<file path="src/design/lsec_pkg.sv">
// ----------------------------------------------------------------------------
// LED strip effect controller package
// Shared types, codes and reset constants.
// ----------------------------------------------------------------------------
package lsec_pkg;

    localparam int LED_COUNT_DEF = 10;
    localparam int QUEUE_DEPTH   = 2;

    // Command codes
    localparam logic [1:0] CMD_SET_MODE  = 2'd0;
    localparam logic [1:0] CMD_SET_COLOR = 2'd1;
    localparam logic [1:0] CMD_TICK      = 2'd2;

    // Configuration register indexes
    localparam logic [1:0] CFG_BLINK_PERIOD  = 2'd0;
    localparam logic [1:0] CFG_EFFECT_PERIOD = 2'd1;
    localparam logic [1:0] CFG_FADE_STEP     = 2'd2;

    localparam logic [7:0] BLINK_PERIOD_RESET  = 8'd10;
    localparam logic [7:0] EFFECT_PERIOD_RESET = 8'd1;
    localparam logic [7:0] FADE_STEP_RESET     = 8'd10;

    // LED modes
    typedef logic [2:0] mode_t;
    localparam mode_t MODE_OFF        = 3'd0;
    localparam mode_t MODE_STEADY     = 3'd1;
    localparam mode_t MODE_BLINK      = 3'd2;
    localparam mode_t MODE_BLINK_DARK = 3'd3;
    localparam mode_t MODE_FADE       = 3'd4;
    localparam mode_t MODE_FADE_RG    = 3'd5;
    localparam mode_t MODE_FADE_GB    = 3'd6;
    localparam mode_t MODE_FADE_BR    = 3'd7;

    // Classified operations passed from front to back
    typedef logic [1:0] op_t;
    localparam op_t OP_SET_MODE  = 2'd0;
    localparam op_t OP_SET_COLOR = 2'd1;
    localparam op_t OP_SET_BAD   = 2'd2;
    localparam op_t OP_TICK      = 2'd3;

    typedef struct packed {
        logic [1:0] cmd;
        logic [7:0] first_led;
        logic [7:0] end_led;
        logic [2:0] new_mode;
        logic [7:0] red_in;
        logic [7:0] green_in;
        logic [7:0] blue_in;
    } command_t;

    typedef struct packed {
        logic [5:0] led_index;
        logic [7:0] red_out;
        logic [7:0] green_out;
        logic [7:0] blue_out;
        logic       last_led;
    } result_t;

    typedef struct packed {
        logic [7:0] r;
        logic [7:0] g;
        logic [7:0] b;
    } color_t;

    typedef struct packed {
        logic [7:0] blink_period;
        logic [7:0] effect_period;
        logic [7:0] fade_step;
    } config_t;

    typedef struct packed {
        op_t        op;
        logic [7:0] first_led;
        logic [7:0] end_led;
        mode_t      mode;
        color_t     color;
    } job_t;

    typedef struct packed {
        mode_t  mode;
        color_t base;
        color_t shown;
    } led_row_t;

    localparam led_row_t LED_ROW_RESET = '{mode: MODE_FADE, base: '0, shown: '0};

endpackage

</file>
<file path="src/design/lsec_ram.sv">
// ----------------------------------------------------------------------------
// Generic RAM
// One write port, one read port with registered read data.
// ----------------------------------------------------------------------------
module lsec_ram #(
    parameter int WIDTH = 8,
    parameter int DEPTH = 16
) (
    input  logic                                  clk,
    input  logic                                  wr_en,
    input  logic [(DEPTH > 1 ? $clog2(DEPTH) : 1)-1:0] wr_addr,
    input  logic [WIDTH-1:0]                      wr_data,
    input  logic                                  rd_en,
    input  logic [(DEPTH > 1 ? $clog2(DEPTH) : 1)-1:0] rd_addr,
    output logic [WIDTH-1:0]                      rd_data
);

    logic [WIDTH-1:0] mem [DEPTH];

    // Write port
    always_ff @(posedge clk)
    begin
        if (wr_en)
        begin
            mem[wr_addr] <= wr_data;
        end
    end

    // Registered read port
    always_ff @(posedge clk)
    begin
        if (rd_en)
        begin
            rd_data <= mem[rd_addr];
        end
    end

endmodule

</file>
<file path="src/design/lsec_front.sv">
// ----------------------------------------------------------------------------
// LED strip controller front end
// Accepts commands, checks set ranges and hands classified jobs to the queue.
// ----------------------------------------------------------------------------
module lsec_front
    import lsec_pkg::*;
#(
    parameter int LED_COUNT = LED_COUNT_DEF
) (
    input  logic     clk,
    input  logic     rst_n,
    input  logic     start,
    input  command_t command,
    output logic     busy,
    input  logic     queue_full,
    output logic     push,
    output job_t     job
);

    logic valid_reg;
    logic valid_next;
    job_t job_reg;
    job_t job_next;
    logic accept;
    logic range_ok;
    logic keep;

    assign busy   = valid_reg && queue_full;
    assign accept = start && !busy;
    assign push   = valid_reg && !queue_full;
    assign job    = job_reg;

    // Half-open range check against the strip length
    assign range_ok = (command.first_led < 8'(LED_COUNT)) &&
                      (command.end_led <= 8'(LED_COUNT)) &&
                      (command.first_led < command.end_led);

    // Classification
    always_comb
    begin
        job_next           = job_reg;
        keep               = 1'b1;
        job_next.first_led = command.first_led;
        job_next.end_led   = command.end_led;
        job_next.mode      = command.new_mode;
        job_next.color     = '{r: command.red_in, g: command.green_in, b: command.blue_in};
        case (command.cmd)
            CMD_SET_MODE:  job_next.op = range_ok ? OP_SET_MODE : OP_SET_BAD;
            CMD_SET_COLOR: job_next.op = range_ok ? OP_SET_COLOR : OP_SET_BAD;
            CMD_TICK:      job_next.op = OP_TICK;
            default:       keep = 1'b0;
        endcase
    end

    // Holding stage toward the queue
    always_comb
    begin
        valid_next = valid_reg;
        if (push)
        begin
            valid_next = 1'b0;
        end
        if (accept && keep)
        begin
            valid_next = 1'b1;
        end
    end

    always_ff @(posedge clk or negedge rst_n)
    begin
        if (!rst_n)
        begin
            valid_reg <= 1'b0;
        end
        else
        begin
            valid_reg <= valid_next;
        end
    end

    always_ff @(posedge clk)
    begin
        if (accept && keep)
        begin
            job_reg <= job_next;
        end
    end

endmodule

</file>
<file path="src/design/lsec_queue.sv">
// ----------------------------------------------------------------------------
// LED strip controller job queue
// Short FIFO between the front end and the LED walker.
// ----------------------------------------------------------------------------
module lsec_queue
    import lsec_pkg::*;
(
    input  logic clk,
    input  logic rst_n,
    input  logic push,
    input  job_t push_job,
    input  logic pop,
    output job_t head,
    output logic full,
    output logic empty
);

    localparam int PtrW = (QUEUE_DEPTH > 1) ? $clog2(QUEUE_DEPTH) : 1;
    localparam int CntW = $clog2(QUEUE_DEPTH + 1);

    job_t            entry_reg [QUEUE_DEPTH];
    logic [PtrW-1:0] wr_ptr_reg;
    logic [PtrW-1:0] wr_ptr_next;
    logic [PtrW-1:0] rd_ptr_reg;
    logic [PtrW-1:0] rd_ptr_next;
    logic [CntW-1:0] count_reg;
    logic [CntW-1:0] count_next;
    logic            do_push;
    logic            do_pop;

    assign full    = (count_reg == CntW'(QUEUE_DEPTH));
    assign empty   = (count_reg == '0);
    assign head    = entry_reg[rd_ptr_reg];
    assign do_push = push && !full;
    assign do_pop  = pop && !empty;

    // Pointer and fill count
    always_comb
    begin
        wr_ptr_next = wr_ptr_reg;
        rd_ptr_next = rd_ptr_reg;
        count_next  = count_reg;
        if (do_push)
        begin
            wr_ptr_next = (wr_ptr_reg == PtrW'(QUEUE_DEPTH - 1)) ? '0 : wr_ptr_reg + 1'b1;
        end
        if (do_pop)
        begin
            rd_ptr_next = (rd_ptr_reg == PtrW'(QUEUE_DEPTH - 1)) ? '0 : rd_ptr_reg + 1'b1;
        end
        if (do_push && !do_pop)
        begin
            count_next = count_reg + 1'b1;
        end
        else if (do_pop && !do_push)
        begin
            count_next = count_reg - 1'b1;
        end
    end

    always_ff @(posedge clk or negedge rst_n)
    begin
        if (!rst_n)
        begin
            wr_ptr_reg <= '0;
            rd_ptr_reg <= '0;
            count_reg  <= '0;
        end
        else
        begin
            wr_ptr_reg <= wr_ptr_next;
            rd_ptr_reg <= rd_ptr_next;
            count_reg  <= count_next;
        end
    end

    // Entry storage
    always_ff @(posedge clk)
    begin
        if (do_push)
        begin
            entry_reg[wr_ptr_reg] <= push_job;
        end
    end

endmodule

</file>
<file path="src/design/lsec_back.sv">
// ----------------------------------------------------------------------------
// LED strip controller back end
// Owns flags and timers and walks the LED table one LED per cycle.
// ----------------------------------------------------------------------------
module lsec_back
    import lsec_pkg::*;
#(
    parameter int LED_COUNT = LED_COUNT_DEF
) (
    input  logic    clk,
    input  logic    rst_n,
    input  config_t cfg,
    input  job_t    job,
    input  logic    job_ready,
    output logic    job_pop,
    output logic    result_valid,
    output result_t result
);

    localparam int AddrW = (LED_COUNT > 1) ? $clog2(LED_COUNT) : 1;
    localparam int CntW  = $clog2(LED_COUNT + 1);
    localparam int RowW  = $bits(led_row_t);

    typedef enum logic [1:0] {
        ST_IDLE = 2'b01,
        ST_WALK = 2'b10
    } state_t;

    typedef struct packed {
        logic  set_mode;
        logic  set_color;
        logic  apply;
        logic  blink;
        logic  fade;
        logic  emit;
    } walk_ops_t;

    state_t           state_reg, state_next;
    logic             pending_reg, pending_next;
    logic             blocked_reg, blocked_next;
    logic [7:0]       blink_timer_reg, blink_timer_next;
    logic [7:0]       effect_timer_reg, effect_timer_next;
    logic [CntW-1:0]  cnt_reg, cnt_next;
    logic [CntW-1:0]  lim_reg, lim_next;
    walk_ops_t        ops_reg, ops_next;
    mode_t            set_mode_reg, set_mode_next;
    color_t           set_color_reg, set_color_next;
    logic [LED_COUNT-1:0] row_valid_reg, row_valid_next;
    logic             p1_valid_reg, p1_valid_next;
    logic [AddrW-1:0] p1_addr_reg, p1_addr_next;
    logic             p1_row_valid_reg, p1_row_valid_next;
    logic             result_valid_reg, result_valid_next;
    result_t          result_reg, result_next;

    logic             issue;
    logic [AddrW-1:0] rd_addr;
    logic [RowW-1:0]  rd_data;
    led_row_t         row_in;
    led_row_t         row_out;
    logic             blink_due;
    logic             fade_due;
    logic             blk_after;
    logic             do_blink;
    logic             do_fade;

    assign result_valid = result_valid_reg;
    assign result       = result_reg;

    function automatic logic [7:0] reload(input logic [7:0] period);
        reload = (period == 8'd0) ? 8'd0 : period - 8'd1;
    endfunction

    // Moves step from fall to rise; top bit flags the phase change
    function automatic logic [16:0] fade_move(input logic [7:0] fall,
                                              input logic [7:0] rise,
                                              input logic [7:0] step);
        logic [7:0] f;
        logic [7:0] r;
        f = fall - step;
        r = rise + step;
        fade_move = {(f <= step), f, r};
    endfunction

    // Tick decision, evaluated on the popped job
    assign blink_due = (blink_timer_reg == 8'd0);
    assign fade_due  = (effect_timer_reg == 8'd0);
    assign blk_after = pending_reg ? 1'b0 : blocked_reg;
    assign do_blink  = blink_due && !blk_after;
    assign do_fade   = fade_due && !blk_after;

    // Sequencer
    always_comb
    begin
        state_next        = state_reg;
        pending_next      = pending_reg;
        blocked_next      = blocked_reg;
        blink_timer_next  = blink_timer_reg;
        effect_timer_next = effect_timer_reg;
        cnt_next          = cnt_reg;
        lim_next          = lim_reg;
        ops_next          = ops_reg;
        set_mode_next     = set_mode_reg;
        set_color_next    = set_color_reg;
        job_pop           = 1'b0;
        issue             = 1'b0;
        case (state_reg)
            ST_IDLE:
            begin
                if (job_ready)
                begin
                    job_pop        = 1'b1;
                    set_mode_next  = job.mode;
                    set_color_next = job.color;
                    ops_next       = '0;
                    case (job.op)
                        OP_SET_MODE, OP_SET_COLOR:
                        begin
                            blocked_next       = 1'b1;
                            pending_next       = 1'b1;
                            cnt_next           = CntW'(job.first_led);
                            lim_next           = CntW'(job.end_led);
                            ops_next.set_mode  = (job.op == OP_SET_MODE);
                            ops_next.set_color = (job.op == OP_SET_COLOR);
                            state_next         = ST_WALK;
                        end
                        OP_TICK:
                        begin
                            blink_timer_next  = do_blink ? reload(cfg.blink_period) :
                                                blink_due ? blink_timer_reg :
                                                blink_timer_reg - 8'd1;
                            effect_timer_next = do_fade ? reload(cfg.effect_period) :
                                                fade_due ? effect_timer_reg :
                                                effect_timer_reg - 8'd1;
                            pending_next      = 1'b0;
                            blocked_next      = blk_after;
                            ops_next.apply    = pending_reg;
                            ops_next.blink    = do_blink;
                            ops_next.fade     = do_fade;
                            ops_next.emit     = 1'b1;
                            cnt_next          = '0;
                            lim_next          = CntW'(LED_COUNT);
                            if (pending_reg || do_blink || do_fade)
                            begin
                                state_next = ST_WALK;
                            end
                        end
                        default:
                        begin
                            blocked_next = 1'b1;
                        end
                    endcase
                end
            end
            ST_WALK:
            begin
                issue = (cnt_reg != lim_reg);
                if (issue)
                begin
                    cnt_next = cnt_reg + 1'b1;
                end
                else if (!p1_valid_reg)
                begin
                    state_next = ST_IDLE;
                end
            end
            default:
            begin
                state_next = ST_IDLE;
            end
        endcase
    end

    assign rd_addr = cnt_reg[AddrW-1:0];

    lsec_ram #(
        .WIDTH(RowW),
        .DEPTH(LED_COUNT)
    ) u_row_ram (
        .clk    (clk),
        .wr_en  (p1_valid_reg),
        .wr_addr(p1_addr_reg),
        .wr_data(row_out),
        .rd_en  (issue),
        .rd_addr(rd_addr),
        .rd_data(rd_data)
    );

    // Per-LED update: set, apply, blink, fade in that order
    always_comb
    begin
        logic [16:0] mv;
        row_in  = p1_row_valid_reg ? led_row_t'(rd_data) : LED_ROW_RESET;
        row_out = row_in;
        mv      = '0;
        if (ops_reg.set_mode)
        begin
            row_out.mode = set_mode_reg;
        end
        if (ops_reg.set_color)
        begin
            row_out.base = set_color_reg;
        end
        if (ops_reg.apply)
        begin
            row_out.shown = row_out.base;
            if (row_out.mode == MODE_OFF)
            begin
                row_out.shown = '0;
            end
            else if (row_out.mode == MODE_FADE)
            begin
                row_out.mode  = MODE_FADE_RG;
                row_out.shown = '{r: 8'hFF, g: 8'h00, b: 8'h00};
            end
        end
        if (ops_reg.blink)
        begin
            if (row_out.mode == MODE_BLINK_DARK)
            begin
                row_out.shown = '0;
                row_out.mode  = MODE_BLINK;
            end
            else if (row_out.mode == MODE_BLINK)
            begin
                row_out.shown = row_out.base;
                row_out.mode  = MODE_BLINK_DARK;
            end
        end
        if (ops_reg.fade)
        begin
            case (row_out.mode)
                MODE_FADE_RG:
                begin
                    mv = fade_move(row_out.shown.r, row_out.shown.g, cfg.fade_step);
                    row_out.shown.r = mv[15:8];
                    row_out.shown.g = mv[7:0];
                    if (mv[16]) row_out.mode = MODE_FADE_GB;
                end
                MODE_FADE_GB:
                begin
                    mv = fade_move(row_out.shown.g, row_out.shown.b, cfg.fade_step);
                    row_out.shown.g = mv[15:8];
                    row_out.shown.b = mv[7:0];
                    if (mv[16]) row_out.mode = MODE_FADE_BR;
                end
                MODE_FADE_BR:
                begin
                    mv = fade_move(row_out.shown.b, row_out.shown.r, cfg.fade_step);
                    row_out.shown.b = mv[15:8];
                    row_out.shown.r = mv[7:0];
                    if (mv[16]) row_out.mode = MODE_FADE_RG;
                end
                default:
                begin
                    mv = '0;
                end
            endcase
        end
    end

    // Read stage bookkeeping, valid bits and frame output
    always_comb
    begin
        p1_valid_next     = issue;
        p1_addr_next      = rd_addr;
        p1_row_valid_next = row_valid_reg[rd_addr];
        row_valid_next    = row_valid_reg;
        if (p1_valid_reg)
        begin
            row_valid_next[p1_addr_reg] = 1'b1;
        end
        result_valid_next     = p1_valid_reg && ops_reg.emit;
        result_next.led_index = 6'(p1_addr_reg);
        result_next.red_out   = row_out.shown.r;
        result_next.green_out = row_out.shown.g;
        result_next.blue_out  = row_out.shown.b;
        result_next.last_led  = (p1_addr_reg == AddrW'(LED_COUNT - 1));
    end

    always_ff @(posedge clk or negedge rst_n)
    begin
        if (!rst_n)
        begin
            state_reg        <= ST_IDLE;
            pending_reg      <= 1'b1;
            blocked_reg      <= 1'b0;
            blink_timer_reg  <= 8'd0;
            effect_timer_reg <= 8'd0;
            cnt_reg          <= '0;
            lim_reg          <= '0;
            ops_reg          <= '0;
            row_valid_reg    <= '0;
            p1_valid_reg     <= 1'b0;
            result_valid_reg <= 1'b0;
        end
        else
        begin
            state_reg        <= state_next;
            pending_reg      <= pending_next;
            blocked_reg      <= blocked_next;
            blink_timer_reg  <= blink_timer_next;
            effect_timer_reg <= effect_timer_next;
            cnt_reg          <= cnt_next;
            lim_reg          <= lim_next;
            ops_reg          <= ops_next;
            row_valid_reg    <= row_valid_next;
            p1_valid_reg     <= p1_valid_next;
            result_valid_reg <= result_valid_next;
        end
    end

    // Payload registers
    always_ff @(posedge clk)
    begin
        set_mode_reg     <= set_mode_next;
        set_color_reg    <= set_color_next;
        p1_addr_reg      <= p1_addr_next;
        p1_row_valid_reg <= p1_row_valid_next;
        result_reg       <= result_next;
    end

endmodule

</file>
<file path="src/design/led_strip_effect_controller.sv">
// A showing tick passes the front register, queue, walk state, RAM read and result
// register before LED 0 is on result. A frame is LED_COUNT results on consecutive cycles;
// the LED table walk (one RAM read and one write per LED) ends before the next pop.
// Set commands walk their range only; bad ranges and quiet ticks pop without a walk.
// Reset: per-LED state reads as reset through valid bits; no clearing pass.
// Results cannot be stalled: each is shown for exactly one cycle.
// ----------------------------------------------------------------------------
// LED strip effect controller
// Per-LED blink and rainbow fade effects with frame output on each showing tick.
// ----------------------------------------------------------------------------
module led_strip_effect_controller
    import lsec_pkg::*;
#(
    parameter int LED_COUNT = LED_COUNT_DEF
) (
    input  logic       clk,
    input  logic       rst_n,
    input  logic       start,
    output logic       busy,
    input  command_t   command,
    output logic       result_valid,
    output result_t    result,
    input  logic       cfg_valid,
    output logic       cfg_ready,
    input  logic [1:0] cfg_index,
    input  logic [7:0] cfg_data
);

    config_t cfg_reg;
    config_t cfg_next;
    logic    queue_full;
    logic    queue_empty;
    logic    push;
    logic    pop;
    job_t    front_job;
    job_t    head_job;

    assign cfg_ready = 1'b1;

    // Configuration register file
    always_comb
    begin
        cfg_next = cfg_reg;
        if (cfg_valid && cfg_ready)
        begin
            case (cfg_index)
                CFG_BLINK_PERIOD:  cfg_next.blink_period  = cfg_data;
                CFG_EFFECT_PERIOD: cfg_next.effect_period = cfg_data;
                CFG_FADE_STEP:     cfg_next.fade_step     = cfg_data;
                default:           cfg_next = cfg_reg;
            endcase
        end
    end

    always_ff @(posedge clk or negedge rst_n)
    begin
        if (!rst_n)
        begin
            cfg_reg <= '{blink_period:  BLINK_PERIOD_RESET,
                         effect_period: EFFECT_PERIOD_RESET,
                         fade_step:     FADE_STEP_RESET};
        end
        else
        begin
            cfg_reg <= cfg_next;
        end
    end

    lsec_front #(
        .LED_COUNT(LED_COUNT)
    ) u_front (
        .clk       (clk),
        .rst_n     (rst_n),
        .start     (start),
        .command   (command),
        .busy      (busy),
        .queue_full(queue_full),
        .push      (push),
        .job       (front_job)
    );

    lsec_queue u_queue (
        .clk     (clk),
        .rst_n   (rst_n),
        .push    (push),
        .push_job(front_job),
        .pop     (pop),
        .head    (head_job),
        .full    (queue_full),
        .empty   (queue_empty)
    );

    lsec_back #(
        .LED_COUNT(LED_COUNT)
    ) u_back (
        .clk         (clk),
        .rst_n       (rst_n),
        .cfg         (cfg_reg),
        .job         (head_job),
        .job_ready   (!queue_empty),
        .job_pop     (pop),
        .result_valid(result_valid),
        .result      (result)
    );

endmodule

</file>
<file path="config.mk">
export PLATFORM = sky130hd
export DESIGN_NAME = led_strip_effect_controller
export DESIGN_NICKNAME = d
export VERILOG_FILES = /design/src/design/lsec_pkg.sv /design/src/design/lsec_ram.sv /design/src/design/lsec_front.sv /design/src/design/lsec_queue.sv /design/src/design/lsec_back.sv /design/src/design/led_strip_effect_controller.sv
export SDC_FILE = /design/constraint.sdc
export NUM_CORES = 1
export LEC_CHECK = 0
export BUFFER_PORTS_ARGS = -buffer_cell sky130_fd_sc_hd__buf_2
export CAP_MARGIN = 20
export CORE_AREA = 2 2 241 243
export DETAILED_ROUTE_END_ITERATION = 6
export DIE_AREA = 0 0 243 245
export PLACE_DENSITY_LB_ADDON = 0.05
export SLEW_MARGIN = 10
export SYNTH_ARGS = -nofsm -noshare
export SYNTH_HDL_FRONTEND = slang
export SYNTH_SLANG_ARGS = --single-unit
</file>
<file path="constraint.sdc">
create_clock -name clk -period 6.8 [get_ports clk]
set_input_delay 0.34 -clock clk [delete_from_list [all_inputs] [get_ports clk]]
set_output_delay 0.34 -clock clk [all_outputs]
set_load 0.005 [all_outputs]
</file>
==> flow_metrics.env, run 1 <==
export IMPL_tritoncts="yes"
export IMPL_critPathMaxStageDelay_ns=0.74
export IMPL_rr_startpoint="u_back.ops_reg[5]"
export IMPL_drt_pass1_iter_count=5
export IMPL_place_hpwl_um=47940
export IMPL_ff2ff_path_depth=19
export IMPL_drt_total_wl_um=80530
export IMPL_finClkSkew_ns=0.02936
export IMPL_ys_warn_count=0
export IMPL_root_buffer="clkbuf_16"
export IMPL_antenna_found_initial=3
export IMPL_setup_violations=0
export IMPL_cts_sinks=808
export IMPL_ff2ff_setup_slack_ns=1.11
export IMPL_via_per_inst=6.227
export IMPL_yosys_area_top_type="edfxtp_1"
export IMPL_nets=2372
export IMPL_max_cap_violations=0
export IMPL_drtAntennaViolNets=0
export IMPL_peakVddDrop_uv=348.4
export IMPL_cpMaxStageDelayCell="o21ai_2"
export IMPL_htree_levels=3
export IMPL_die_y_um=245
export IMPL_synthArstFlopShare_pct=9.282
export IMPL_status="completed"
export IMPL_timing_slew_headroom_pct=23.21
export IMPL_synth_area_top_cells="edfxtp_1 (62%), mux4_2 (6.9%), dfrtp_1 (5.0%)"
export IMPL_num_rows=88
export IMPL_initial_core_util_pct=59.47
export IMPL_drc_errors=0
export IMPL_cp_end_kind="flip-flop"
export IMPL_yosysTopAreaCellShare_pct=61.88
export IMPL_drt_iter0_drc=1703
export IMPL_vias=19050
export IMPL_leakagePower_nw=13.76
export IMPL_slew_viol_final=0
export IMPL_critPathKind="reg -> reg"
export IMPL_worstPathArrival_ns=6.01
export IMPL_final_cell_count_no_fill=3059
export IMPL_path_cells="nor2b_1 > a22o_1 > o21ai_2 > a221o_1 > ha_1 > inv_1 > fa_1 > a21o_1 > a21oi_1 > o21bai_1 > a21oi_1 > xnor2_1 > ha_1 > a2111oi_0 > a31oi_1 > o21bai_1 > a21boi_0 > o21a_1 > o32a_1"
export IMPL_routedWlPerCell_um=26.32
export IMPL_area_growth_pct=13.87
export IMPL_portBuffers=89
export IMPL_ctsResizeCount=0
export IMPL_largest_reg_flops=510
export IMPL_critPathTopFamily="compound AO/OA/AOI/OAI gates"
export IMPL_layout_drive_gt1_share_pct=20.53
export IMPL_cp_num_buf_inv=1
export IMPL_yosysSeqAreaShare_pct=69.45
export IMPL_syn_instance_count=2068
export IMPL_ys_seq_elements=808
export IMPL_grt_max_degree=89
export IMPL_grt_pass1_vias=19520
export IMPL_worst_pin_slew_ns=1.152
export IMPL_fp_dieArea_um2=59540
export IMPL_die_w_um=243
export IMPL_min_period_ns=5.686
export IMPL_power_mw=17.66
export IMPL_syn_area_um2=33920
export IMPL_post_cts_setup_buffers=0
export IMPL_place_inst=2859
export IMPL_finalCritPeriodShare_pct=83.62
export IMPL_routabilityCongestion=0.9328
export IMPL_cp_endpoint="u_back.u_row_ram.mem[2][49]"
export IMPL_grt_use_total_pct=27.63
export IMPL_hold_viol_final=0
export IMPL_hold_path_class="in -> reg"
export IMPL_synth_avg_cell_area_um2=16.40
export IMPL_grt_overflow=0
export IMPL_yosys_most_used_dff="edfxtp_1"
export IMPL_max_clock_path_buffers=3
export IMPL_rsz0062_at_grt="no"
export IMPL_cts_clk_slew_worst_paths_ns=0.06
export IMPL_ios=93
export IMPL_synth_cell_types=89
export IMPL_max_freq_ghz=0.1759
export IMPL_crit_path_start="u_back.ops_reg[5]"
export IMPL_core_um2=57030
export IMPL_start_kind="flip-flop"
export IMPL_cp_max_fo=18
export IMPL_synth_edf_count=699
export IMPL_grt_pass1_wl_um=122000
export IMPL_cp_depth=19
export IMPL_setup_tns_ns=0
export IMPL_cts_buffers=81
export IMPL_reg2reg_to="u_back.u_row_ram.mem[2][49]"
export IMPL_clock_latency_ns=0.64
export IMPL_cp_required_ns=7.12
export IMPL_powerDensity_nw_per_um2=457.3
export IMPL_antenna_cells=0
[placed cells by master, fill, tap and decap left out, types with 14 or more instances in the layout]
cell type and count:
nor2_1 54, a22oi_1 18, clkbuf_16 83, o21ai_0 57, ha_1 80, a211oi_1 67
a21o_1 14, a22o_1 30, buf_4 29, mux2i_1 62, nor3_1 20, a21oi_1 105
xnor2_1 38, xor2_1 14, nand2_1 66, clkbuf_1 15, inv_1 77, mux2_2 50
dfxtp_1 34, edfxtp_1 699, buf_2 91, mux4_2 104, nand3_1 17, nor2b_1 75
dfrtp_1 63, dlygate4sd3_1 42, clkinv_2 15
[per-layer routing]
| metal | vias up | share of wire [%] | global-route usage [%] |
|---|---|---|---|
| li1 | 8407 | - | - |
| met1 | 9869 | 43 | 39.26 |
| met2 | 666 | 49 | 45.22 |
| met3 | 105 | 6.2 | 4.209 |
| met4 | 0 | 2.0 | 7.560 |
| met5 | - | 0 | 0 |
[kinds of logic after synthesis]
kind of cell	synth area share [%]
flip-flops	69.45
buffers and inverters	2.132
AO/OA/AOI/OAI	8.082
adder cells (fa/ha/maj)	3.305
other	0.02214
AND/OR/NAND/NOR	5.242
multiplexers	10.43
XOR/XNOR	1.343
[through the flow]
stage | util (%) | hold WS (ns) | cell area (µm²) | setup WS [ns]
6_report | 67.72 | 0.03362 | 38630 | 1.114
5_1_grt | 67.72 | 0.02741 | 38630 | 0.6242
4_1_cts | 67.55 | 0.009407 | 38530 | 1.156
3_5_place_dp | 61.86 | 0.3903 | 35280 | 1.179
2_1_floorplan | - | 0.04441 | 33920 | 1.901
3_3_place_gp | 61.79 | 0.3869 | 35240 | 1.323
[cell usage after synthesis, types with 13 or more instances]
cell type    n
mux2i_1     62
mux4_2     104
clkbuf_1    60
nand2_1     66
dfrtp_1     68
dfxtp_1     34
nor3_1      23
nor2b_1     76
nor2_1      63
a21o_1      14
a22oi_1     18
xnor2_1     38
mux2_2      50
a22o_1      30
xor2_1      14
nand3_1     17
ha_1        80
buf_2       21
a21oi_1    105
edfxtp_1   699
inv_1       77
o21ai_0     58
nand2b_1    13
a211oi_1    67
[layout make-up]
type	instances	area, µm²
multi-input cells	1087	9736
repair buffers	170	1236
flip-flops and latches	808	23570
well taps	765	957.2
clock inverters	43	570.5
clock buffers	107	2257
inverters	79	296.5
fillers	3890	18410
[how the worst min path moves through the flow]
stage / from / end / cells after the start
2_1_floorplan: rst_n / cfg_reg[0] / 0
3_3_place_gp: u_back.p1_addr_reg[2] / u_back.result[27] / 0
3_5_place_dp: u_back.p1_addr_reg[2] / u_back.result[27] / 0
4_1_cts: cfg_data[4] / cfg_reg[20] / 2
5_1_grt: cfg_data[3] / cfg_reg[3] / 2
6_report: cfg_data[4] / cfg_reg[20] / 2
[power breakdown]
| part | switching (mW) | internal, mW | total, mW |
|---|---|---|---|
| clock | 1.88 | 2.81 | 4.69 |
| combinational | 3.35 | 2.31 | 5.66 |
| sequential | 0.616 | 6.70 | 7.32 |
| total | 5.84 | 11.8 | 17.7 |
[timing repair]
| action | CTS | global route |
|---|---|---|
| hold buffers | 42 | 0 |
| endpoints found under the hold margin | 113 | 0 |
| endpoints found under the setup margin | 0 | 0 |
(Power assumes the default switching activity.)
==> run 2, diff against run 1 <==
--- a/config.mk
+++ b/config.mk
@@ -7,9 +7,9 @@
 export LEC_CHECK = 0
 export BUFFER_PORTS_ARGS = -buffer_cell sky130_fd_sc_hd__buf_2
 export CAP_MARGIN = 20
-export CORE_AREA = 2 2 241 243
+export CORE_AREA = 2 2 250 252
 export DETAILED_ROUTE_END_ITERATION = 6
-export DIE_AREA = 0 0 243 245
+export DIE_AREA = 0 0 252 254
 export PLACE_DENSITY_LB_ADDON = 0.05
 export SLEW_MARGIN = 10
 export SYNTH_ARGS = -nofsm -noshare
==> constraint.sdc (replaced) <==
create_clock -name clk -period 5.2 [get_ports clk]
set_input_delay 0.26 -clock clk [delete_from_list [all_inputs] [get_ports clk]]
set_output_delay 0.26 -clock clk [all_outputs]
set_load 0.005 [all_outputs]
==> flow_metrics.env, run 2 (synthesized netlist as in run 1, its figures left out) <==
export IMPL_fp_dieArea_um2=64010
export IMPL_cp_end_kind="flip-flop"
export IMPL_hold_viol_final=0
export IMPL_clock_latency_ns=0.63
export IMPL_setup_violations=0
export IMPL_largest_reg_flops=510
export IMPL_cts_clk_slew_worst_paths_ns=0.06
export IMPL_finClkSkew_ns=0.02437
export IMPL_num_rows=91
export IMPL_finalCritPeriodShare_pct=95.42
export IMPL_cp_max_fo=11
export IMPL_area_growth_pct=15.05
export IMPL_ff2ff_path_depth=19
export IMPL_nets=2447
export IMPL_grt_pass1_vias=19470
export IMPL_layout_commonest_cell="edfxtp_1"
export IMPL_min_from="cfg_index[1]"
export IMPL_antenna_cells=0
export IMPL_cts_buffers=81
export IMPL_peakVddDrop_uv=510.3
export IMPL_ff2ff_setup_slack_ns=0.24
export IMPL_cts_sinks=808
export IMPL_rr_startpoint="u_back.ops_reg[5]"
export IMPL_portBuffers=89
export IMPL_drt_pass1_iter_count=7
export IMPL_routabilityCongestion=0.9154
export IMPL_leakagePower_nw=14.01
export IMPL_min_period_ns=4.962
export IMPL_initial_core_util_pct=55.37
export IMPL_grt_use_total_pct=25.68
export IMPL_cp_required_ns=5.54
export IMPL_via_per_inst=6.065
export IMPL_grt_pass1_wl_um=121200
export IMPL_status="completed"
export IMPL_antenna_found_initial=1
export IMPL_max_clock_path_buffers=3
export IMPL_hold_path_class="in -> reg"
export IMPL_grt_max_degree=76
export IMPL_drt_iter0_drc=1553
export IMPL_hold_depth=4
export IMPL_fill_cells=4447
export IMPL_die_y_um=254
export IMPL_max_cap_violations=0
export IMPL_slew_viol_final=0
export IMPL_die_w_um=252
export IMPL_reg2reg_to="u_back.u_row_ram.mem[0][49]"
export IMPL_root_buffer="clkbuf_16"
export IMPL_vias=19140
export IMPL_tritoncts="yes"
export IMPL_power_mw=23.10
export IMPL_powerDensity_nw_per_um2=592.0
export IMPL_htree_levels=3
export IMPL_rsz0062_at_grt="no"
export IMPL_max_freq_ghz=0.2015
export IMPL_core_um2=61260
export IMPL_worst_pin_slew_ns=1.116
export IMPL_mostFrequentLayoutCells="edfxtp_1 (699), a21oi_1 (104), mux4_2 (104)"
export IMPL_drc_errors=0
export IMPL_drtAntennaViolNets=0
export IMPL_hold_path_end="cfg_reg[17]"
export IMPL_drt_total_wl_um=80950
export IMPL_place_hpwl_um=49870
export IMPL_routedWlPerCell_um=25.66
export IMPL_layout_drive_gt1_share_pct=22.79
export IMPL_whs_ns=0.03744
export IMPL_start_kind="flip-flop"
export IMPL_critPathKind="reg -> reg"
export IMPL_worstPathArrival_ns=5.30
export IMPL_grt_overflow=0
export IMPL_ios=93
export IMPL_timing_slew_headroom_pct=25.59
## run 2: cell types whose count changed in the layout (fill, tap and decap cells not counted), moves of 3 or more
cell           change
buf_4             +69
bufinv_16          -9
clkinv_1           +5
buf_12             +4
clkbuf_1           +3
clkbuf_8           -3
dlygate4sd3_1      +3
## run 2: worst max-delay path, cell delays in order (launching register included)
cell	delay, ns
dfrtp_2	0.50
nor2b_4	0.17
or2_1	0.26
a31o_4	0.28
o21ai_2	0.09
a221o_1	0.22
ha_1	0.17
inv_1	0.06
fa_1	0.41
a21o_1	0.19
a21oi_1	0.20
o21bai_1	0.09
a21oi_1	0.19
xnor2_1	0.12
ha_1	0.20
a2111oi_0	0.45
a31oi_1	0.15
o21bai_1	0.23
a21boi_0	0.19
o32a_2	0.50
## run 2: through the flow
stage / worst slack (ns) / TNS, ns / utilization (%) / std cells / area [µm²]
finish: 0.2379 / 0 / 63.71 / 3155 / 39020
global route: 0.01203 / 0 / 63.71 / 3155 / 39020
CTS: 0.04244 / 0 / 63.64 / 3153 / 38980
detailed placement: -0.3418 / -4.181 / 58.71 / 2962 / 35960
global placement: 0.04163 / 0 / 58.69 / 2959 / 35950
floorplan: 0.3007 / 0 / - / 2069 / 33920
## run 2: how the worst max path moves through the flow
stage / startpoint / to / cells after the start
floorplan: u_back.p1_valid_reg / u_back.row_valid_reg[0] / 3
global placement: u_back.ops_reg[5] / u_back.u_row_ram.mem[9][49] / 19
detailed placement: u_back.ops_reg[5] / u_back.u_row_ram.mem[9][48] / 18
CTS: u_back.ops_reg[5] / u_back.u_row_ram.mem[6][48] / 18
global route: u_back.ops_reg[5] / u_back.u_row_ram.mem[0][49] / 19
finish: u_back.ops_reg[5] / u_back.u_row_ram.mem[0][49] / 19
## run 2: routing by layer
metal	vias to the layer above	routed length, µm	part of all wire [%]	global-route usage, %
li1	8566	-	-	-
met1	9896	35710	44	36.43
met2	552	39250	48	42.03
met3	122	4179	5.2	3.329
met4	0	1804	2.2	7.709
met5	-	0	0	0
## run 2: area by class of cell
cell class                 count  area (µm²)  share of cell area (%)
sequential                   808       23570                   60.41
multi-input combinational   1087        9773                   25.04
clock buffer                 108        2252                   5.771
timing repair buffer         245        1832                   4.694
tap                          790       988.4                   2.533
clock inverter                38       309.0                  0.7919
inverter                      79       296.5                  0.7599
## run 2: where the power goes
part           switching [mW]  leakage (nW)  internal [mW]  total (mW)
Clock                    2.42          1.26           3.21        5.62
Combinational            4.51          5.14           3.42        7.92
Sequential              0.802          7.61           8.75        9.56
## run 2: what timing repair did
| item | in CTS | in global routing |
|---|---|---|
| gates cloned | 0 | 0 |
| resized for setup | 2 | 10 |
| hold endpoints to repair | 128 | 0 |
| setup buffers | 0 | 0 |
| hold buffers | 45 | 0 |
| setup endpoints to repair | 20 | 20 |
==> run 3, diff against run 2 <==
--- a/config.mk
+++ b/config.mk
@@ -5,6 +5,7 @@
 export SDC_FILE = /design/constraint.sdc
 export NUM_CORES = 1
 export LEC_CHECK = 0
+export ABC_AREA = 1
 export BUFFER_PORTS_ARGS = -buffer_cell sky130_fd_sc_hd__buf_2
 export CAP_MARGIN = 20
 export CORE_AREA = 2 2 250 252
==> flow_metrics.env, run 3 <==
export IMPL_status="completed"
export IMPL_max_clock_path_buffers=3
export IMPL_layout_drive_gt1_share_pct=11.73
export IMPL_yosys_area_top_type="edfxtp_1"
export IMPL_layout_commonest_cell="edfxtp_1"
export IMPL_critPathMaxStageDelay_ns=0.43
export IMPL_syn_instance_count=2817
export IMPL_ios=93
export IMPL_fin_area_um2=38780
export IMPL_clock_latency_ns=0.64
export IMPL_worstPathArrival_ns=5.01
export IMPL_drt_iter0_drc=2129
export IMPL_drt_pass1_iter_count=5
export IMPL_cts_buffers=81
export IMPL_hold_path_class="in -> reg"
export IMPL_fp_dieArea_um2=64010
export IMPL_min_period_ns=4.734
export IMPL_grt_max_degree=150
export IMPL_cp_end_kind="flip-flop"
export IMPL_crit_top_cell="nand2_1"
export IMPL_portBuffers=89
export IMPL_finalCritPeriodShare_pct=91.03
export IMPL_drt_total_wl_um=93150
export IMPL_place_area_um2=35460
export IMPL_drtAntennaViolNets=0
export IMPL_place_inst=3625
export IMPL_core_um2=61260
export IMPL_grt_overflow=0
export IMPL_rsz0062_at_grt="no"
export IMPL_cpMaxStageDelayCell="fa_1"
export IMPL_place_hpwl_um=56620
export IMPL_yosys_most_used_dff="edfxtp_1"
export IMPL_synth_edf_count=699
export IMPL_cts_clk_slew_worst_paths_ns=0.06
export IMPL_grt_pass1_vias=22350
export IMPL_timing_slew_headroom_pct=27.69
export IMPL_synth_most_common_cell="edfxtp_1"
export IMPL_synthArstFlopShare_pct=9.282
export IMPL_regArea_um2=23570
export IMPL_antenna_found_initial=1
export IMPL_grt_use_total_pct=29.20
export IMPL_root_buffer="clkbuf_16"
export IMPL_die_y_um=254
export IMPL_setup_violations=0
export IMPL_synth_area_top_cells="edfxtp_1 (62%), o21ai_0 (5.3%), dfrtp_1 (5.0%)"
export IMPL_num_rows=91
export IMPL_tritoncts="yes"
export IMPL_synth_avg_cell_area_um2=12.08
export IMPL_nets=3113
export IMPL_worst_pin_slew_ns=1.085
export IMPL_cp_max_fo=14
export IMPL_leakagePower_nw=14.87
export IMPL_die_w_um=252
export IMPL_critPathKind="reg -> reg"
export IMPL_synth_commonest_cells="edfxtp_1 (699), nand2_1 (428), o21ai_0 (358)"
export IMPL_mostFrequentLayoutCells="edfxtp_1 (699), nand2_1 (427), o21ai_0 (358)"
export IMPL_post_cts_setup_buffers=0
export IMPL_yosysTopAreaCellShare_pct=61.69
export IMPL_fill_cells=4676
export IMPL_largest_reg_flops=510
export IMPL_initial_core_util_pct=55.54
export IMPL_htree_levels=3
export IMPL_syn_area_um2=34020
export IMPL_setup_tns_ns=0
export IMPL_powerDensity_nw_per_um2=626.9
export IMPL_finClkSkew_ns=0.04487
export IMPL_drc_errors=0
export IMPL_cts_sinks=808
export IMPL_antenna_cells=0
export IMPL_grt_pass1_wl_um=138000
export IMPL_max_cap_violations=0
export IMPL_via_per_inst=5.965
export IMPL_ys_seq_elements=808
export IMPL_peakVddDrop_uv=388.6
export IMPL_vias=22820
export IMPL_hold_viol_final=0
export IMPL_max_freq_ghz=0.2112
export IMPL_ys_warn_count=0
export IMPL_routedWlPerCell_um=24.35
export IMPL_yosysSeqAreaShare_pct=69.23
export IMPL_start_kind="flip-flop"
export IMPL_area_growth_pct=13.98
export IMPL_synth_cell_types=63
export IMPL_slew_viol_final=0
export IMPL_routabilityCongestion=0.9218
export IMPL_final_cell_count_no_fill=3825
export IMPL_cp_required_ns=5.48
export IMPL_multi_input_area_um2=9256
-- run 3: changes by cell type after synthesis, sizes merged, moves of 37 or more --
cell    change
a211oi     -67
a21oi      +82
a221oi     +53
inv       +119
mux2       -51
mux2i      -59
mux4      -104
nand2     +377
nand3      +37
nor2      +192
nor2b      -78
o21ai     +301
o22ai      +58
-- run 3: logic make-up (layout without fill, tap and decap cells) --
logic type	count (synthesis)	after routing	synth area share [%]
DFF	808	808	69.23
and+or+nand+nor	798	798	9.778
AOI/OAI and AO/OA	750	750	12.62
buffers and inverters	327	544	3.858
adders and majority gates	86	86	3.295
xor gates and xnor gates	43	43	1.107
muxes	3	3	0.08826
other	2	3	0.02207
-- run 3: cell type report --
| cell class | count | share of cell area (%) |
|---|---|---|
| timing repair buffer | 193 | 3.710 |
| sequential | 808 | 60.77 |
| multi-input combinational | 1683 | 23.87 |
| clock buffer | 112 | 5.956 |
| tap | 790 | 2.549 |
| inverter | 201 | 1.987 |
| clock inverter | 38 | 1.158 |
-- run 3: worst max-delay path: cells and delay by family, from the launching register on --
kind / cells / cell delay [ns]
compound gates: 6 / 0.86
fa+ha+maj: 3 / 0.89
buf+inv: 3 / 0.47
flops: 1 / 0.42
simple gates: 17 / 1.74
-- run 3: final timing paths --
kind / from / to / slack, ns / cells after the start
max reg2reg: u_back.ops_reg[5] / u_back.u_row_ram.mem[2][48] / 0.47 / 29
min in group asynchronous: rst_n / u_back.blink_timer_reg[7] / 0.16 / 2
max in group asynchronous: rst_n / u_back.state_reg[0] / 4.35 / 3
min reg2reg: u_back.p1_addr_reg[2] / u_back.result[27] / 0.41 / 0
max: u_back.ops_reg[5] / u_back.u_row_ram.mem[2][48] / 0.47 / 29
min: command[44] / u_front.job[43] / 0.06 / 3
-- run 3: what timing repair did --
| item | CTS | global route |
|---|---|---|
| hold buffers | 45 | 0 |
| endpoints found under the hold margin | 128 | 0 |
| gates resized for setup | 0 | 0 |
-- run 3: report_power, final --
| part | total [mW] | internal, mW | leakage [nW] | switching [mW] |
|---|---|---|---|---|
| Combinational | 8.59 | 2.58 | 5.91 | 6.02 |
| Clock | 5.95 | 3.49 | 1.36 | 2.47 |
| Sequential | 9.77 | 8.97 | 7.60 | 0.801 |
-- run 3: layer usage --
layer  vias up  routed length (µm)  global-route usage, %
met2       829               46130                  49.23
met5         -                   0                      0
li1      10440                   -                      -
met4         0                2979                  10.48
met1     11390               37760                  38.52
met3       162                6281                  4.835
-- run 3: metrics by stage --
step           hold slack [ns]  utilization, %  power (mW)  setup WS [ns]
3_5_place_dp            0.3882           57.89       18.30         0.3418
4_1_cts                0.03339           63.13       24.30         0.3208
6_report               0.05805           63.31       24.31         0.4662
2_1_floorplan         -0.03559               -       14.98         0.6338
3_3_place_gp            0.3935           57.88       18.15         0.4450
5_1_grt                0.06567           63.31       25.60        0.02683
